<file path="src/rtl/ges_pkg.sv">
// ----------------------------------------------------------------------------
// ges_pkg
// shared constants, types and helpers of the glyph extent scanner
// ----------------------------------------------------------------------------
package ges_pkg;

  localparam int MAX_SHEET_SIDE = 1024;
  localparam int GRID           = 16;
  localparam int GRID_W         = $clog2(GRID);
  localparam int COORD_W        = $clog2(MAX_SHEET_SIDE);
  localparam int CFG_W          = COORD_W + 1;
  localparam int OFS_W          = COORD_W - GRID_W;
  localparam int SPAN_W         = OFS_W + 1;
  localparam int PIX_W          = 32;
  localparam int CHAR_W         = 2 * GRID_W;
  localparam int CFG_IDX_W      = 1;

  localparam logic [CHAR_W-1:0] CHAR_A     = CHAR_W'(65);
  localparam logic [CFG_W-1:0]  SIDE_MIN   = CFG_W'(GRID);
  localparam logic [CFG_W-1:0]  SIDE_MAX   = CFG_W'(MAX_SHEET_SIDE);
  localparam logic [CFG_W-1:0]  SIDE_RESET = CFG_W'(256);

  typedef enum logic [CFG_IDX_W-1:0] {
    CFG_SHEET_WIDTH  = 1'b0,
    CFG_SHEET_HEIGHT = 1'b1
  } cfg_idx_t;

  // sheet geometry derived from the size registers
  typedef struct packed {
    logic [SPAN_W-1:0]  cw;
    logic [SPAN_W-1:0]  ch;
    logic [OFS_W-1:0]   cw_max;
    logic [OFS_W-1:0]   ch_max;
    logic [COORD_W-1:0] x_max;
    logic [COORD_W-1:0] y_max;
  } geom_t;

  // one pixel with its position already resolved into cell terms
  typedef struct packed {
    logic [PIX_W-1:0]  pixel;
    logic [OFS_W-1:0]  pc;
    logic [GRID_W-1:0] col;
    logic [OFS_W-1:0]  pr;
    logic [GRID_W-1:0] row;
    logic              first;
    logic              in_grid;
    logic              is_a;
    logic              row_end;
    logic              sheet_end;
  } pix_t;

  typedef struct packed {
    logic [OFS_W-1:0] left;
    logic [OFS_W-1:0] right;
    logic             inked;
  } cell_t;

  localparam cell_t CELL_CLEAR = '{left: '1, right: '0, inked: 1'b0};

  // burst handed from the accumulator to the emitter
  typedef struct packed {
    logic                   glyph;
    logic                   summary;
    logic [GRID_W-1:0]      row;
    cell_t [GRID-1:0]       cells;
    logic [SPAN_W-1:0]      top;
    logic [SPAN_W-1:0]      step;
  } load_t;

  typedef struct packed {
    logic               is_summary;
    logic [CHAR_W-1:0]  char_code;
    logic [COORD_W-1:0] glyph_x;
    logic [SPAN_W-1:0]  glyph_width;
    logic [SPAN_W-1:0]  top_trim;
    logic [SPAN_W-1:0]  line_step;
    logic [OFS_W-1:0]   space_width;
    logic               last;
  } rec_t;

  function automatic logic [CFG_W-1:0] clamp_side(input logic [CFG_W-1:0] v);
    logic [CFG_W-1:0] r;
    r = v;
    if (v < SIDE_MIN) r = SIDE_MIN;
    else if (v > SIDE_MAX) r = SIDE_MAX;
    return r;
  endfunction

endpackage

</file>
<file path="src/rtl/ges_coord.sv">
// ----------------------------------------------------------------------------
// ges_coord
// raster position tracking and input register
// ----------------------------------------------------------------------------
module ges_coord (
  input  logic                        clk,
  input  logic                        rst_n,
  input  ges_pkg::geom_t              geom,
  input  logic                        restart,
  input  logic                        in_valid,
  output logic                        in_stall,
  input  logic [ges_pkg::PIX_W-1:0]   in_pixel_value,
  input  logic                        hold,
  output logic                        s1_valid,
  output ges_pkg::pix_t               s1
);
  import ges_pkg::*;

  logic [COORD_W-1:0] x_r, x_nxt, y_r, y_nxt;
  logic [OFS_W-1:0]   pc_r, pc_nxt, pr_r, pr_nxt;
  logic [GRID_W:0]    cc_r, cc_nxt, rr_r, rr_nxt;
  logic               s1_valid_r;
  pix_t               s1_r, pix;
  logic               accept, x_last, y_last;

  // cell column and row counters saturate at GRID: outside the grid
  always_comb begin
    in_stall = hold;
    accept   = in_valid && !in_stall;
    x_last   = (x_r == geom.x_max);
    y_last   = (y_r == geom.y_max);

    pix.pixel     = in_pixel_value;
    pix.pc        = pc_r;
    pix.col       = cc_r[GRID_W-1:0];
    pix.pr        = pr_r;
    pix.row       = rr_r[GRID_W-1:0];
    pix.first     = (x_r == '0) && (y_r == '0);
    pix.in_grid   = !cc_r[GRID_W] && !rr_r[GRID_W];
    pix.is_a      = pix.in_grid && ({rr_r[GRID_W-1:0], cc_r[GRID_W-1:0]} == CHAR_A);
    pix.row_end   = x_last && !rr_r[GRID_W] && (pr_r == geom.ch_max);
    pix.sheet_end = x_last && y_last;

    x_nxt  = x_r + 1'b1;
    pc_nxt = pc_r + 1'b1;
    cc_nxt = cc_r;
    y_nxt  = y_r;
    pr_nxt = pr_r;
    rr_nxt = rr_r;
    if (pc_r == geom.cw_max) begin
      pc_nxt = '0;
      if (!cc_r[GRID_W]) cc_nxt = cc_r + 1'b1;
    end
    if (x_last) begin
      x_nxt  = '0;
      pc_nxt = '0;
      cc_nxt = '0;
      if (y_last) begin
        y_nxt  = '0;
        pr_nxt = '0;
        rr_nxt = '0;
      end else begin
        y_nxt  = y_r + 1'b1;
        pr_nxt = pr_r + 1'b1;
        if (pr_r == geom.ch_max) begin
          pr_nxt = '0;
          if (!rr_r[GRID_W]) rr_nxt = rr_r + 1'b1;
        end
      end
    end
  end

  always_ff @(posedge clk) begin
    if (!rst_n) begin
      x_r        <= '0;
      y_r        <= '0;
      pc_r       <= '0;
      pr_r       <= '0;
      cc_r       <= '0;
      rr_r       <= '0;
      s1_valid_r <= 1'b0;
    end else begin
      if (restart) begin
        x_r  <= '0;
        y_r  <= '0;
        pc_r <= '0;
        pr_r <= '0;
        cc_r <= '0;
        rr_r <= '0;
      end else if (accept) begin
        x_r  <= x_nxt;
        y_r  <= y_nxt;
        pc_r <= pc_nxt;
        pr_r <= pr_nxt;
        cc_r <= cc_nxt;
        rr_r <= rr_nxt;
      end
      if (!hold) s1_valid_r <= accept;
    end
  end

  always_ff @(posedge clk) begin
    if (!hold && accept) s1_r <= pix;
  end

  assign s1_valid = s1_valid_r;
  assign s1       = s1_r;

endmodule

</file>
<file path="src/rtl/ges_accum.sv">
// ----------------------------------------------------------------------------
// ges_accum
// ink detection and per-cell extent accumulation
// ----------------------------------------------------------------------------
module ges_accum (
  input  logic            clk,
  input  logic            rst_n,
  input  ges_pkg::geom_t  geom,
  input  logic            restart,
  input  logic            s1_valid,
  input  ges_pkg::pix_t   s1,
  input  logic            emit_free,
  output logic            hold,
  output logic            load_valid,
  output ges_pkg::load_t  load
);
  import ges_pkg::*;

  logic [PIX_W-1:0]  bg_r, bg_nxt;
  logic [SPAN_W-1:0] top_r, top_nxt, abot_r, abot_nxt, pr_ext;
  cell_t [GRID-1:0]  cells_r, cells_nxt, cells_upd;
  cell_t             cur, upd;
  logic              fire, ink, clear;

  always_comb begin
    hold   = s1_valid && (s1.row_end || s1.sheet_end) && !emit_free;
    fire   = s1_valid && !hold;
    cur    = cells_r[s1.col];
    pr_ext = SPAN_W'(s1.pr);
    // the first pixel sets the background, so it never counts as ink
    ink    = fire && s1.in_grid && !s1.first && (s1.pixel != bg_r);

    upd.left  = (!cur.inked || (s1.pc < cur.left))  ? s1.pc : cur.left;
    upd.right = (!cur.inked || (s1.pc > cur.right)) ? s1.pc : cur.right;
    upd.inked = 1'b1;

    cells_upd = cells_r;
    if (ink) cells_upd[s1.col] = upd;

    clear = restart || (fire && (s1.first || s1.row_end));
    for (int i = 0; i < GRID; i++) begin
      cells_nxt[i] = clear ? CELL_CLEAR : cells_upd[i];
    end

    bg_nxt   = (fire && s1.first) ? s1.pixel : bg_r;
    top_nxt  = top_r;
    abot_nxt = abot_r;
    if (fire && s1.first) begin
      top_nxt  = geom.ch;
      abot_nxt = geom.ch;
    end else if (ink) begin
      if (pr_ext < top_r) top_nxt = pr_ext;
      if (s1.is_a && ((abot_r == geom.ch) || (pr_ext > abot_r))) abot_nxt = pr_ext;
    end

    load_valid   = fire && (s1.row_end || s1.sheet_end);
    load.glyph   = s1.row_end;
    load.summary = s1.sheet_end;
    load.row     = s1.row;
    load.cells   = cells_upd;
    load.top     = top_nxt;
    load.step    = (abot_nxt >= top_nxt) ? (abot_nxt - top_nxt) : '0;
  end

  always_ff @(posedge clk) begin
    if (!rst_n) begin
      bg_r   <= '0;
      top_r  <= '0;
      abot_r <= '0;
      for (int i = 0; i < GRID; i++) cells_r[i] <= CELL_CLEAR;
    end else begin
      bg_r    <= bg_nxt;
      top_r   <= top_nxt;
      abot_r  <= abot_nxt;
      cells_r <= cells_nxt;
    end
  end

endmodule

</file>
<file path="src/rtl/ges_emit.sv">
// ----------------------------------------------------------------------------
// ges_emit
// glyph record burst emitter with output register
// ----------------------------------------------------------------------------
module ges_emit (
  input  logic            clk,
  input  logic            rst_n,
  input  ges_pkg::geom_t  geom,
  input  logic            load_valid,
  input  ges_pkg::load_t  load,
  output logic            emit_free,
  output logic            out_valid,
  input  logic            out_stall,
  output ges_pkg::rec_t   rec
);
  import ges_pkg::*;

  cell_t [GRID-1:0]   sh_r, sh_nxt;
  logic [GRID_W-1:0]  row_r, row_nxt, idx_r, idx_nxt;
  logic [COORD_W-1:0] start_r, start_nxt;
  logic [SPAN_W-1:0]  tt_r, tt_nxt, st_r, st_nxt;
  logic               glyph_busy_r, glyph_busy_nxt, sum_busy_r, sum_busy_nxt;
  logic               out_valid_r, out_valid_nxt;
  rec_t               rec_r, rec_nxt, grec, srec;
  cell_t              cur;
  logic               slot, gl_last, finishing;

  always_comb begin
    slot      = !out_valid_r || !out_stall;
    gl_last   = (idx_r == GRID_W'(GRID - 1));
    finishing = slot && ((glyph_busy_r && gl_last && !sum_busy_r) ||
                         (!glyph_busy_r && sum_busy_r));
    emit_free = !(glyph_busy_r || sum_busy_r) || finishing;
    cur       = sh_r[idx_r];

    grec.is_summary  = 1'b0;
    grec.char_code   = {row_r, idx_r};
    grec.glyph_x     = cur.inked ? (start_r + COORD_W'(cur.left)) : start_r;
    grec.glyph_width = cur.inked ?
                       (SPAN_W'(cur.right) - SPAN_W'(cur.left) + 1'b1) : geom.cw;
    grec.top_trim    = '0;
    grec.line_step   = '0;
    grec.space_width = '0;
    grec.last        = gl_last && !sum_busy_r;

    srec.is_summary  = 1'b1;
    srec.char_code   = '0;
    srec.glyph_x     = '0;
    srec.glyph_width = '0;
    srec.top_trim    = tt_r;
    srec.line_step   = st_r;
    srec.space_width = geom.cw[SPAN_W-1:1];
    srec.last        = 1'b1;

    sh_nxt         = sh_r;
    row_nxt        = row_r;
    idx_nxt        = idx_r;
    start_nxt      = start_r;
    tt_nxt         = tt_r;
    st_nxt         = st_r;
    glyph_busy_nxt = glyph_busy_r;
    sum_busy_nxt   = sum_busy_r;
    out_valid_nxt  = out_valid_r;
    rec_nxt        = rec_r;

    if (slot) begin
      if (glyph_busy_r) begin
        rec_nxt       = grec;
        out_valid_nxt = 1'b1;
        idx_nxt       = idx_r + 1'b1;
        start_nxt     = start_r + COORD_W'(geom.cw);
        if (gl_last) glyph_busy_nxt = 1'b0;
      end else if (sum_busy_r) begin
        rec_nxt       = srec;
        out_valid_nxt = 1'b1;
        sum_busy_nxt  = 1'b0;
      end else begin
        out_valid_nxt = 1'b0;
      end
    end

    // a new burst may land in the cycle the previous one drains
    if (load_valid) begin
      sh_nxt         = load.cells;
      row_nxt        = load.row;
      tt_nxt         = load.top;
      st_nxt         = load.step;
      glyph_busy_nxt = load.glyph;
      sum_busy_nxt   = load.summary;
      idx_nxt        = '0;
      start_nxt      = '0;
    end
  end

  always_ff @(posedge clk) begin
    if (!rst_n) begin
      glyph_busy_r <= 1'b0;
      sum_busy_r   <= 1'b0;
      out_valid_r  <= 1'b0;
      idx_r        <= '0;
    end else begin
      glyph_busy_r <= glyph_busy_nxt;
      sum_busy_r   <= sum_busy_nxt;
      out_valid_r  <= out_valid_nxt;
      idx_r        <= idx_nxt;
    end
  end

  always_ff @(posedge clk) begin
    sh_r    <= sh_nxt;
    row_r   <= row_nxt;
    start_r <= start_nxt;
    tt_r    <= tt_nxt;
    st_r    <= st_nxt;
    rec_r   <= rec_nxt;
  end

  assign out_valid = out_valid_r;
  assign rec       = rec_r;

`ifndef SYNTHESIS
  a_load_when_free: assert property (@(posedge clk) disable iff (!rst_n)
    load_valid |-> emit_free)
    else $error("burst loaded while the emitter is still busy");

  a_idx_idle: assert property (@(posedge clk) disable iff (!rst_n)
    (idx_r != '0) |-> glyph_busy_r)
    else $error("glyph index moved outside a burst");

  a_summary_last: assert property (@(posedge clk) disable iff (!rst_n)
    (sum_busy_r && !glyph_busy_r && slot) |=> (rec_r.is_summary && rec_r.last && out_valid_r))
    else $error("summary record not issued as the last of its run");
`endif

endmodule

</file>
<file path="src/rtl/glyph_extent_scanner_unit.sv">
// ----------------------------------------------------------------------------
// glyph_extent_scanner_unit
// bitmap font sheet scanner giving glyph boxes and sheet metrics
// ----------------------------------------------------------------------------
// usage
//   in_*   : one 32-bit sheet pixel per transaction, raster order; the first
//            pixel of a sheet is taken as the background colour
//   out_*  : glyph records (16 per cell row, after its last pixel) and one
//            summary record after the last pixel of the sheet; last_of_run
//            marks the final record caused by a pixel
//   cfg_*  : sheet width / height registers, always ready; a write restarts
//            the sheet and must only be issued while the block is idle
// path       : first record of a pixel passes the input register, the snapshot
//              bank and then the output register
// throughput : one pixel per clock; the emitter drives one record per clock
//              while out_stall is low, from a snapshot bank, so a cell-row or
//              sheet end only holds the input when the previous burst has not
//              yet drained (17 records when the sheet ends on a cell-row end)
// stall      : out_stall freezes the output register; the emitter and then
//              the input stall back up behind it with nothing lost
// reset      : sizes return to 256 x 256, counters to the sheet origin, all
//              cell extents cleared; no clearing pass is needed
// ----------------------------------------------------------------------------
module glyph_extent_scanner_unit (
  input  logic                           clk,
  input  logic                           rst_n,
  // pixel input
  input  logic                           in_valid,
  output logic                           in_stall,
  input  logic [ges_pkg::PIX_W-1:0]      in_pixel_value,
  // record output
  output logic                           out_valid,
  input  logic                           out_stall,
  output logic                           out_is_summary,
  output logic [ges_pkg::CHAR_W-1:0]     out_char_code,
  output logic [ges_pkg::COORD_W-1:0]    out_glyph_x,
  output logic [ges_pkg::SPAN_W-1:0]     out_glyph_width,
  output logic [ges_pkg::SPAN_W-1:0]     out_top_trim,
  output logic [ges_pkg::SPAN_W-1:0]     out_line_step,
  output logic [ges_pkg::OFS_W-1:0]      out_space_width,
  output logic                           out_last_of_run,
  // register writes
  input  logic                           cfg_valid,
  output logic                           cfg_ready,
  input  logic [ges_pkg::CFG_IDX_W-1:0]  cfg_index,
  input  logic [ges_pkg::CFG_W-1:0]      cfg_data
);
  import ges_pkg::*;

  logic [CFG_W-1:0] width_r, width_nxt, height_r, height_nxt;
  logic [CFG_W-1:0] w_cl, h_cl;
  logic             cfg_wr, restart;
  geom_t            geom;
  logic             s1_valid, hold, emit_free, load_valid;
  pix_t             s1;
  load_t            load;
  rec_t             rec;

  // register file: every write restarts the sheet scan
  always_comb begin
    cfg_ready  = 1'b1;
    cfg_wr     = cfg_valid && cfg_ready;
    width_nxt  = width_r;
    height_nxt = height_r;
    restart    = 1'b0;
    if (cfg_wr) begin
      unique case (cfg_idx_t'(cfg_index))
        CFG_SHEET_WIDTH: begin
          width_nxt = cfg_data;
          restart   = 1'b1;
        end
        CFG_SHEET_HEIGHT: begin
          height_nxt = cfg_data;
          restart    = 1'b1;
        end
        default: restart = 1'b0;
      endcase
    end
  end

  always_ff @(posedge clk) begin
    if (!rst_n) begin
      width_r  <= SIDE_RESET;
      height_r <= SIDE_RESET;
    end else begin
      width_r  <= width_nxt;
      height_r <= height_nxt;
    end
  end

  // sizes saturated into range; cell sides are the sides over the grid
  always_comb begin
    w_cl        = clamp_side(width_r);
    h_cl        = clamp_side(height_r);
    geom.cw     = w_cl[CFG_W-1:GRID_W];
    geom.ch     = h_cl[CFG_W-1:GRID_W];
    geom.cw_max = OFS_W'(geom.cw - 1'b1);
    geom.ch_max = OFS_W'(geom.ch - 1'b1);
    geom.x_max  = COORD_W'(w_cl - 1'b1);
    geom.y_max  = COORD_W'(h_cl - 1'b1);
  end

  // position tracking and input register
  ges_coord u_coord (
    .clk            (clk),
    .rst_n          (rst_n),
    .geom           (geom),
    .restart        (restart),
    .in_valid       (in_valid),
    .in_stall       (in_stall),
    .in_pixel_value (in_pixel_value),
    .hold           (hold),
    .s1_valid       (s1_valid),
    .s1             (s1)
  );

  // ink test and extent update, hands a snapshot at each cell-row end and sheet end
  ges_accum u_accum (
    .clk        (clk),
    .rst_n      (rst_n),
    .geom       (geom),
    .restart    (restart),
    .s1_valid   (s1_valid),
    .s1         (s1),
    .emit_free  (emit_free),
    .hold       (hold),
    .load_valid (load_valid),
    .load       (load)
  );

  // record burst out of the snapshot bank
  ges_emit u_emit (
    .clk        (clk),
    .rst_n      (rst_n),
    .geom       (geom),
    .load_valid (load_valid),
    .load       (load),
    .emit_free  (emit_free),
    .out_valid  (out_valid),
    .out_stall  (out_stall),
    .rec        (rec)
  );

  assign out_is_summary  = rec.is_summary;
  assign out_char_code   = rec.char_code;
  assign out_glyph_x     = rec.glyph_x;
  assign out_glyph_width = rec.glyph_width;
  assign out_top_trim    = rec.top_trim;
  assign out_line_step   = rec.line_step;
  assign out_space_width = rec.space_width;
  assign out_last_of_run = rec.last;

endmodule
</file>
<file path="config.mk">
export PLATFORM = sky130hd
export DESIGN_NAME = glyph_extent_scanner_unit
export DESIGN_NICKNAME = d
export VERILOG_FILES = /design/src/rtl/ges_pkg.sv /design/src/rtl/ges_coord.sv /design/src/rtl/ges_accum.sv /design/src/rtl/ges_emit.sv /design/src/rtl/glyph_extent_scanner_unit.sv
export SDC_FILE = /design/constraint.sdc
export NUM_CORES = 1
export LEC_CHECK = 0
export BUFFER_PORTS_ARGS = -buffer_cell sky130_fd_sc_hd__buf_2
export CAP_MARGIN = 20
export CELL_PAD_IN_SITES_DETAIL_PLACEMENT = 0
export CELL_PAD_IN_SITES_GLOBAL_PLACEMENT = 1
export CORE_ASPECT_RATIO = 1.5
export CORE_MARGIN = 1
export CORE_UTILIZATION = 30
export DETAILED_ROUTE_END_ITERATION = 6
export HOLD_SLACK_MARGIN = 0.1
export PLACE_DENSITY_LB_ADDON = 0.1
export SKIP_CTS_REPAIR_TIMING = 1
export SLEW_MARGIN = 10
export SYNTH_ARGS = -nofsm -noshare
export SYNTH_HDL_FRONTEND = slang
export SYNTH_SLANG_ARGS = --single-unit
</file>
<file path="constraint.sdc">
create_clock -name clk -period 17.9 [get_ports clk]
set_clock_uncertainty 0.15 [all_clocks]
set_input_delay 5.37 -clock clk [delete_from_list [all_inputs] [get_ports clk]]
set_output_delay 5.37 -clock clk [all_outputs]
set_load 0.01 [all_outputs]
</file>
# Word level (Yosys, flattened, before mapping)
# Cells that the tools add are included.
[op_classes]
addsub = 16
magnitude_cmp = 12
n_eq_ne = 11
n_mux = 46
bitwise = 2
reduce_logical = 64
[op_table]
columns = ["operator", "n"]
rows = [
  ["208-bit bitwise mux", 1],
  ["208-bit 2-to-1 mux", 1],
  ["13-bit binary-select mux with 4-bit select", 2],
  ["13-bit demux with 4-bit select", 1],
  ["7-bit 2-to-1 mux", 7],
  ["47-bit 2-to-1 mux", 1],
  ["46-bit 2-to-1 mux", 1],
  ["11-bit 2-to-1 mux", 4],
  ["13-bit 2-to-1 mux", 3],
  ["6-bit 2-to-1 mux", 6],
  ["32-bit inequality test", 1],
  ["10-bit 2-to-1 mux", 3],
  ["5-bit 2-to-1 mux", 6],
  ["1-bit logical AND", 24],
  ["11-bit greater-than comparator, second input constant", 2],
  ["11-bit by 5-bit < comparator with 1-bit output, second input constant", 2],
  ["10-bit by 1-bit adder with 10-bit output, second input constant", 2],
  ["10-bit == test", 2],
  ["10-bit zero test", 2],
  ["10-bit by 1-bit subtractor with 10-bit output, second input constant", 2],
  ["2-bit AND reduction", 7],
  ["6-bit by 1-bit adder with 6-bit output, second input constant", 2],
  ["6-bit == test", 2],
  ["6-bit by 1-bit subtractor with 6-bit output, second input constant", 2],
  ["other kinds (26)", 65],
]
[totals]
regBits = 666
out_inout_bits = 50
word_cells = 287

# Longest topological paths before layout
[depth]
word_depth = 16
depth_mapped = 20
ltp_nobuf = 19

# Hierarchy
# From an unflattened synthesis, not the netlist that was laid out.
[hier_totals]
hier_cells = 2726
hier_area_um2 = 30738.2
[modules_own_cells]
columns = ["mod", "n_inst", "cells_each", "area_per_inst_um2", "seq_area_each_um2"]
rows = [
  ["ges_accum", 1, 1496, 13100.1, 5084.9],
  ["ges_emit", 1, 662, 11883.9, 8538.2],
  ["ges_coord", 1, 339, 4172.8, 2572.5],
  ["glyph_extent_scanner_unit", 1, 229, 1581.5, 440.4],
]

# Worst setup path before layout
# Ideal clock, no wire load.
[synth_path]
path_kind = "in2reg"
startpoint = "input out_stall"
endpoint = "register u_emit.row_r[0] (enable)"
setup_time_ns = 0.678
arrival_ns = 12.307
path_slack_ns = 4.764
path_stages = 6
n_path_buf = 2
path_cell_list = "nand2_1 > a221oi_1 > nor2b_1 > buf_2 > nor2b_1 > clkbuf_1"
[synth_via]
elab_chain_len = 9
[synth_rtl]
columns = ["element", "line", "text"]
rows = [
  ["start: declaration", "glyph_extent_scanner_unit.sv:33", "input logic out_stall,"],
  ["1-bit zero test", "ges_emit.sv:29", "slot = !out_valid_r || !out_stall;"],
  ["1-bit logical OR", "ges_emit.sv:29", ""],
  ["1-bit logical AND", "ges_emit.sv:31", "finishing = slot && ((glyph_busy_r && gl_last && !sum_busy_r) ||"],
  ["1-bit logical OR", "ges_emit.sv:33", "emit_free = !(glyph_busy_r || sum_busy_r) || finishing;"],
  ["1-bit zero test", "ges_accum.sv:26", "hold = s1_valid && (s1.row_end || s1.sheet_end) && !emit_free;"],
  ["1-bit logical AND", "ges_accum.sv:26", ""],
  ["1-bit zero test", "ges_accum.sv:27", "fire = s1_valid && !hold;"],
  ["1-bit logical AND", "ges_accum.sv:27", ""],
  ["1-bit logical AND", "ges_accum.sv:56", "load_valid = fire && (s1.row_end || s1.sheet_end);"],
  ["via load_valid", "glyph_extent_scanner_unit.sv:54", "logic s1_valid, hold, emit_free, load_valid;"],
  ["end signal: assignment", "ges_emit.sv:111", "row_r <= row_nxt;"],
  ["end: declaration", "ges_emit.sv:19", "logic [GRID_W-1:0] row_r, row_nxt, idx_r, idx_nxt;"],
]
# The timed path passes the listed nets, and every way through them passes these cells.
# A chain may end at the register's enable or synchronous reset.

# Worst setup path after layout
[layout_path]
startpoint = "input out_stall"
endpoint = "output in_stall"
[layout_via]
elab_chain_len = 6
[layout_rtl]
columns = ["element", "line", "text"]
rows = [
  ["1-bit zero test", "ges_emit.sv:29", ""],
  ["1-bit logical OR", "ges_emit.sv:29", ""],
  ["1-bit logical AND", "ges_emit.sv:31", ""],
  ["1-bit logical OR", "ges_emit.sv:33", ""],
  ["1-bit zero test", "ges_accum.sv:26", ""],
  ["1-bit logical AND", "ges_accum.sv:26", ""],
  ["end: declaration", "glyph_extent_scanner_unit.sv:29", "output logic in_stall,"],
]
# No other way between the ends.

==> results.md <==
- Top_reg_cell synth: dfxtp_1
- Achievable Freq: 83.7 MHz
- Comb pwr share: 7.1%
- Netlist cell types: 86
- Worst Tran Pin Value: 1.05 ns
- Critical path data arrival time: 6.43 ns
- Final worst-path cycle share: 66.7%
- # clock sinks: roughly 670
- Die area: 106000 sq um
- Num rows: approximately 140
- Reg power frac: 47.6%
- Sw power: a little over 0.8 mW
- Root Buffer: clkbuf_16
- Die height: between 300 and 400 microns
- Final instance area: 35700 sq um
- Detailed Route Iter0 Violations: approximately 1300
- Multi-input logic area: 13700 sq um
- Chip width: 266 microns
- Overall routed net length: 95800 microns
- Clk slew on worst S/H paths: 0.06 ns
- Status: finished clean
- Final critical-path required period: 11.95 ns
- Syn_nets: a little under 3000
- Hpwl dp: 63300 microns
- 1st-pass router iterations: 5
- Final number of hold-violating endpoints: 0
- Final TNS setup: 0 ns
- RSZ-0062 raised after global routing: no
- First-pass GRT wire length: 144000 microns
- Setup slack after layout: slightly below 6 ns
- Post-route ant nets: 0
- Placeable Area: 103000 sq um
- CTS Buf Count: 73
- Post-Place Cells: 4161
- Synth Area per Inst: approximately 11 sq um
- Yosys reg bits: 666
- Endpoints failing setup: 0
- Largest net degree at the start of global routing: 146
- Clock Latency Late Sink: 0.65 ns
- Vias: 22000
- Max cap viols: 0
- Worst Path Required: roughly 12 ns
- H-tree Lvls: 3
- Post-route insts no fill: roughly 4300
- TritonCTS clock tree: yes
- Setup CP Type: input pin to primary output
- Post-Synthesis Cells: 2842
- Share of cells above drive strength 1: 16.2%
- Post-synth EDFFs: between 300 and 400
- Slew Viols, Final: 0
- Antenna cell count: 0
- Leakage: 12.0 nW
- Post-Syn Area: 31400 sq um
- Hold Path Class: flop to flop
- Sequential Area: 16600 sq um
- Vias in the first global route: 22800
- Power per cell area: 97.4 nW/um^2
- Fill cells: 10300
- Clock Power Share: between 40% and 50%
- Drt drc: 0
- Total congestion overflow: 0
- GRT Total Usage: 18.2%
- Switching Share: 23.9%
- Register area share after synthesis: between 50% and 60%
- Avg Vias per Cell: 5.11
- Int Power: 2.65 mW
- Crit-path max FO: 5
- Maximum VDD drop: 0.0722 mV
- Initial antenna violation count: 1
- Dpl cell area: 33200 sq um
- Slew margin rel.: 29.9%
- Setup crit start kind: input pin
- Synth-to-Final Area Change: 13.9%
- Buffers added on ports: 97
- Routability cong.: 0.777
- DR WL/cell: 22.3 microns
- Starting Density: 30.4%
- Nets: 2972
- Ys Warns: 0
- Worst Setup End Kind: primary output
- I/O pin cnt: 99
- Worst slack at placement: 5.94 ns
- Longest Clk Path Bufs: 3
- Post-synth ARST share: 0%
## flip-flops by register name (all words and copies together), names as in the netlist, 4 cells and up
name	cells
u_accum.abot_r	7
u_emit.sh_r	208
u_emit.rec	47
u_accum.top_r	7
u_emit.idx_r	4
u_accum.cells_r	208
u_emit.start_r	10
u_coord.rr_r	5
u_coord.x_r	10
u_coord.pr_r	6
u_coord.pc_r	6
u_coord.cc_r	5
height_r	11
width_r	11
u_accum.bg_r	32
u_coord.s1	57
u_coord.y_r	10
u_emit.row_r	4
u_emit.st_r	7
u_emit.tt_r	7
## final timing paths
check	from	end	slack, ns	depth (start not counted)
worst min register to register	u_coord.s1[5]$_DFFE_PP_	u_emit.row_r[0]$_DFFE_PP_	0.27	0
worst max-delay path	out_stall	in_stall	5.95	5
worst max register to register	u_emit.idx_r[0]$_SDFFE_PP0P_	u_emit.st_r[6]$_SDFFCE_PN0P_	12.07	16
worst min-delay path	u_coord.s1[5]$_DFFE_PP_	u_emit.row_r[0]$_DFFE_PP_	0.27	0
## layer usage
metal / vias up / part of all wire, % / global-route usage, %
met4: 2 / 2.9 / 6.53
met2: 363 / 55 / 35.0
li1: 10500 / - / -
met3: 116 / 2.9 / 2.28
met5: - / 0.014 / 0
met1: 11000 / 40 / 20.2
## cell families after synthesis
logic type,after synthesis,synth area share [%]
xor+xnor,95,2.65
mux,180,10.8
simple gates,856,13.2
flops,666,53.1
compound gates,676,13.5
buf+inv,294,3.68
other cells,1,0.0120
fa+ha+maj,74,3.05
## through the flow
stage / power (mW) / utilization, % / hold WS [ns]
after floorplan: 1.86 / - / 0.250
after global placement: 1.94 / 32.2 / 0.254
after detailed placement: 1.94 / 32.2 / 0.257
after CTS: 3.54 / 34.6 / 0.271
after global routing: 3.62 / 34.6 / 0.273
final: 3.48 / 34.6 / 0.270
## cells in the final DEF, fill, tap and decap left out, types with 9 or more instances in the layout
cell type,synthesis,layout
a211oi_1,107,107
a21boi_0,70,70
a21o_1,18,18
a21oi_1,284,284
a2bb2oi_1,15,15
a31oi_1,10,10
and2_1,43,43
buf_2,31,97
buf_4,3,55
clkbuf_1,168,20
clkbuf_16,0,77
clkinv_2,0,9
dfxtp_1,336,334
edfxtp_1,330,330
ha_1,70,70
inv_1,72,71
mux2_2,23,23
mux2i_1,32,26
mux4_2,125,125
nand2_1,223,221
nand2b_1,36,36
nand3_1,26,26
nand4_1,21,21
nor2_1,269,267
nor2b_1,36,35
nor3_1,82,82
nor4_1,23,23
o211ai_1,13,13
o21a_1,14,14
o21ai_0,78,77
or2_2,19,19
or3_1,12,12
or4_1,15,15
xnor2_1,40,40
xor2_1,55,55
## worst max-delay path, cell delays in order
cell      delay (ns)
buf_2           0.11
nand2_1         0.12
a221oi_1        0.41
and2_1          0.25
buf_2           0.16
## power by group through the flow
stage | sequential (mW) | clock, mW | combinational [mW]
2_1_floorplan | 1.68 | 0 | 0.175
4_1_cts | 1.66 | 1.63 | 0.254
3_3_place_gp | 1.69 | 0 | 0.250
6_report | 1.66 | 1.58 | 0.248
5_1_grt | 1.66 | 1.68 | 0.276
3_5_place_dp | 1.69 | 0 | 0.253
## cells in the mapped netlist, types with 12 or more instances
library cell / number / share of area [%]
nor4_1: 23 / 0.46
buf_2: 31 / 0.49
dfxtp_1: 336 / 21
mux2_2: 23 / 0.83
nand2_1: 223 / 2.7
o21ai_0: 78 / 1.2
nor2_1: 269 / 3.2
and2_1: 43 / 0.86
a211oi_1: 107 / 2.6
a21boi_0: 70 / 1.7
or4_1: 15 / 0.36
nand2b_1: 36 / 0.72
mux4_2: 125 / 9.0
nand3_1: 26 / 0.41
or2_2: 19 / 0.38
edfxtp_1: 330 / 32
nand4_1: 21 / 0.42
or3_1: 12 / 0.24
a21o_1: 18 / 0.43
nor3_1: 82 / 1.3
ha_1: 70 / 2.8
nor2b_1: 36 / 0.72
xnor2_1: 40 / 1.1
xor2_1: 55 / 1.5
a21oi_1: 284 / 4.5
o21a_1: 14 / 0.34
mux2i_1: 32 / 1.0
o211ai_1: 13 / 0.31
buf_1: 19 / 0.23
clkbuf_1: 168 / 2.0
a2bb2oi_1: 15 / 0.42
inv_1: 72 / 0.86
## layout make-up
type / instances / area share (%)
Multi-Input combinational cell: 1882 / 38.3
Clock inverter: 31 / 1.03
Inverter: 72 / 0.757
Tap cell: 1387 / 4.86
Clock buffer: 105 / 5.91
Sequential cell: 666 / 46.6
Timing Repair Buffer: 154 / 2.60
Note: power is estimated with default switching activity, not from simulation.
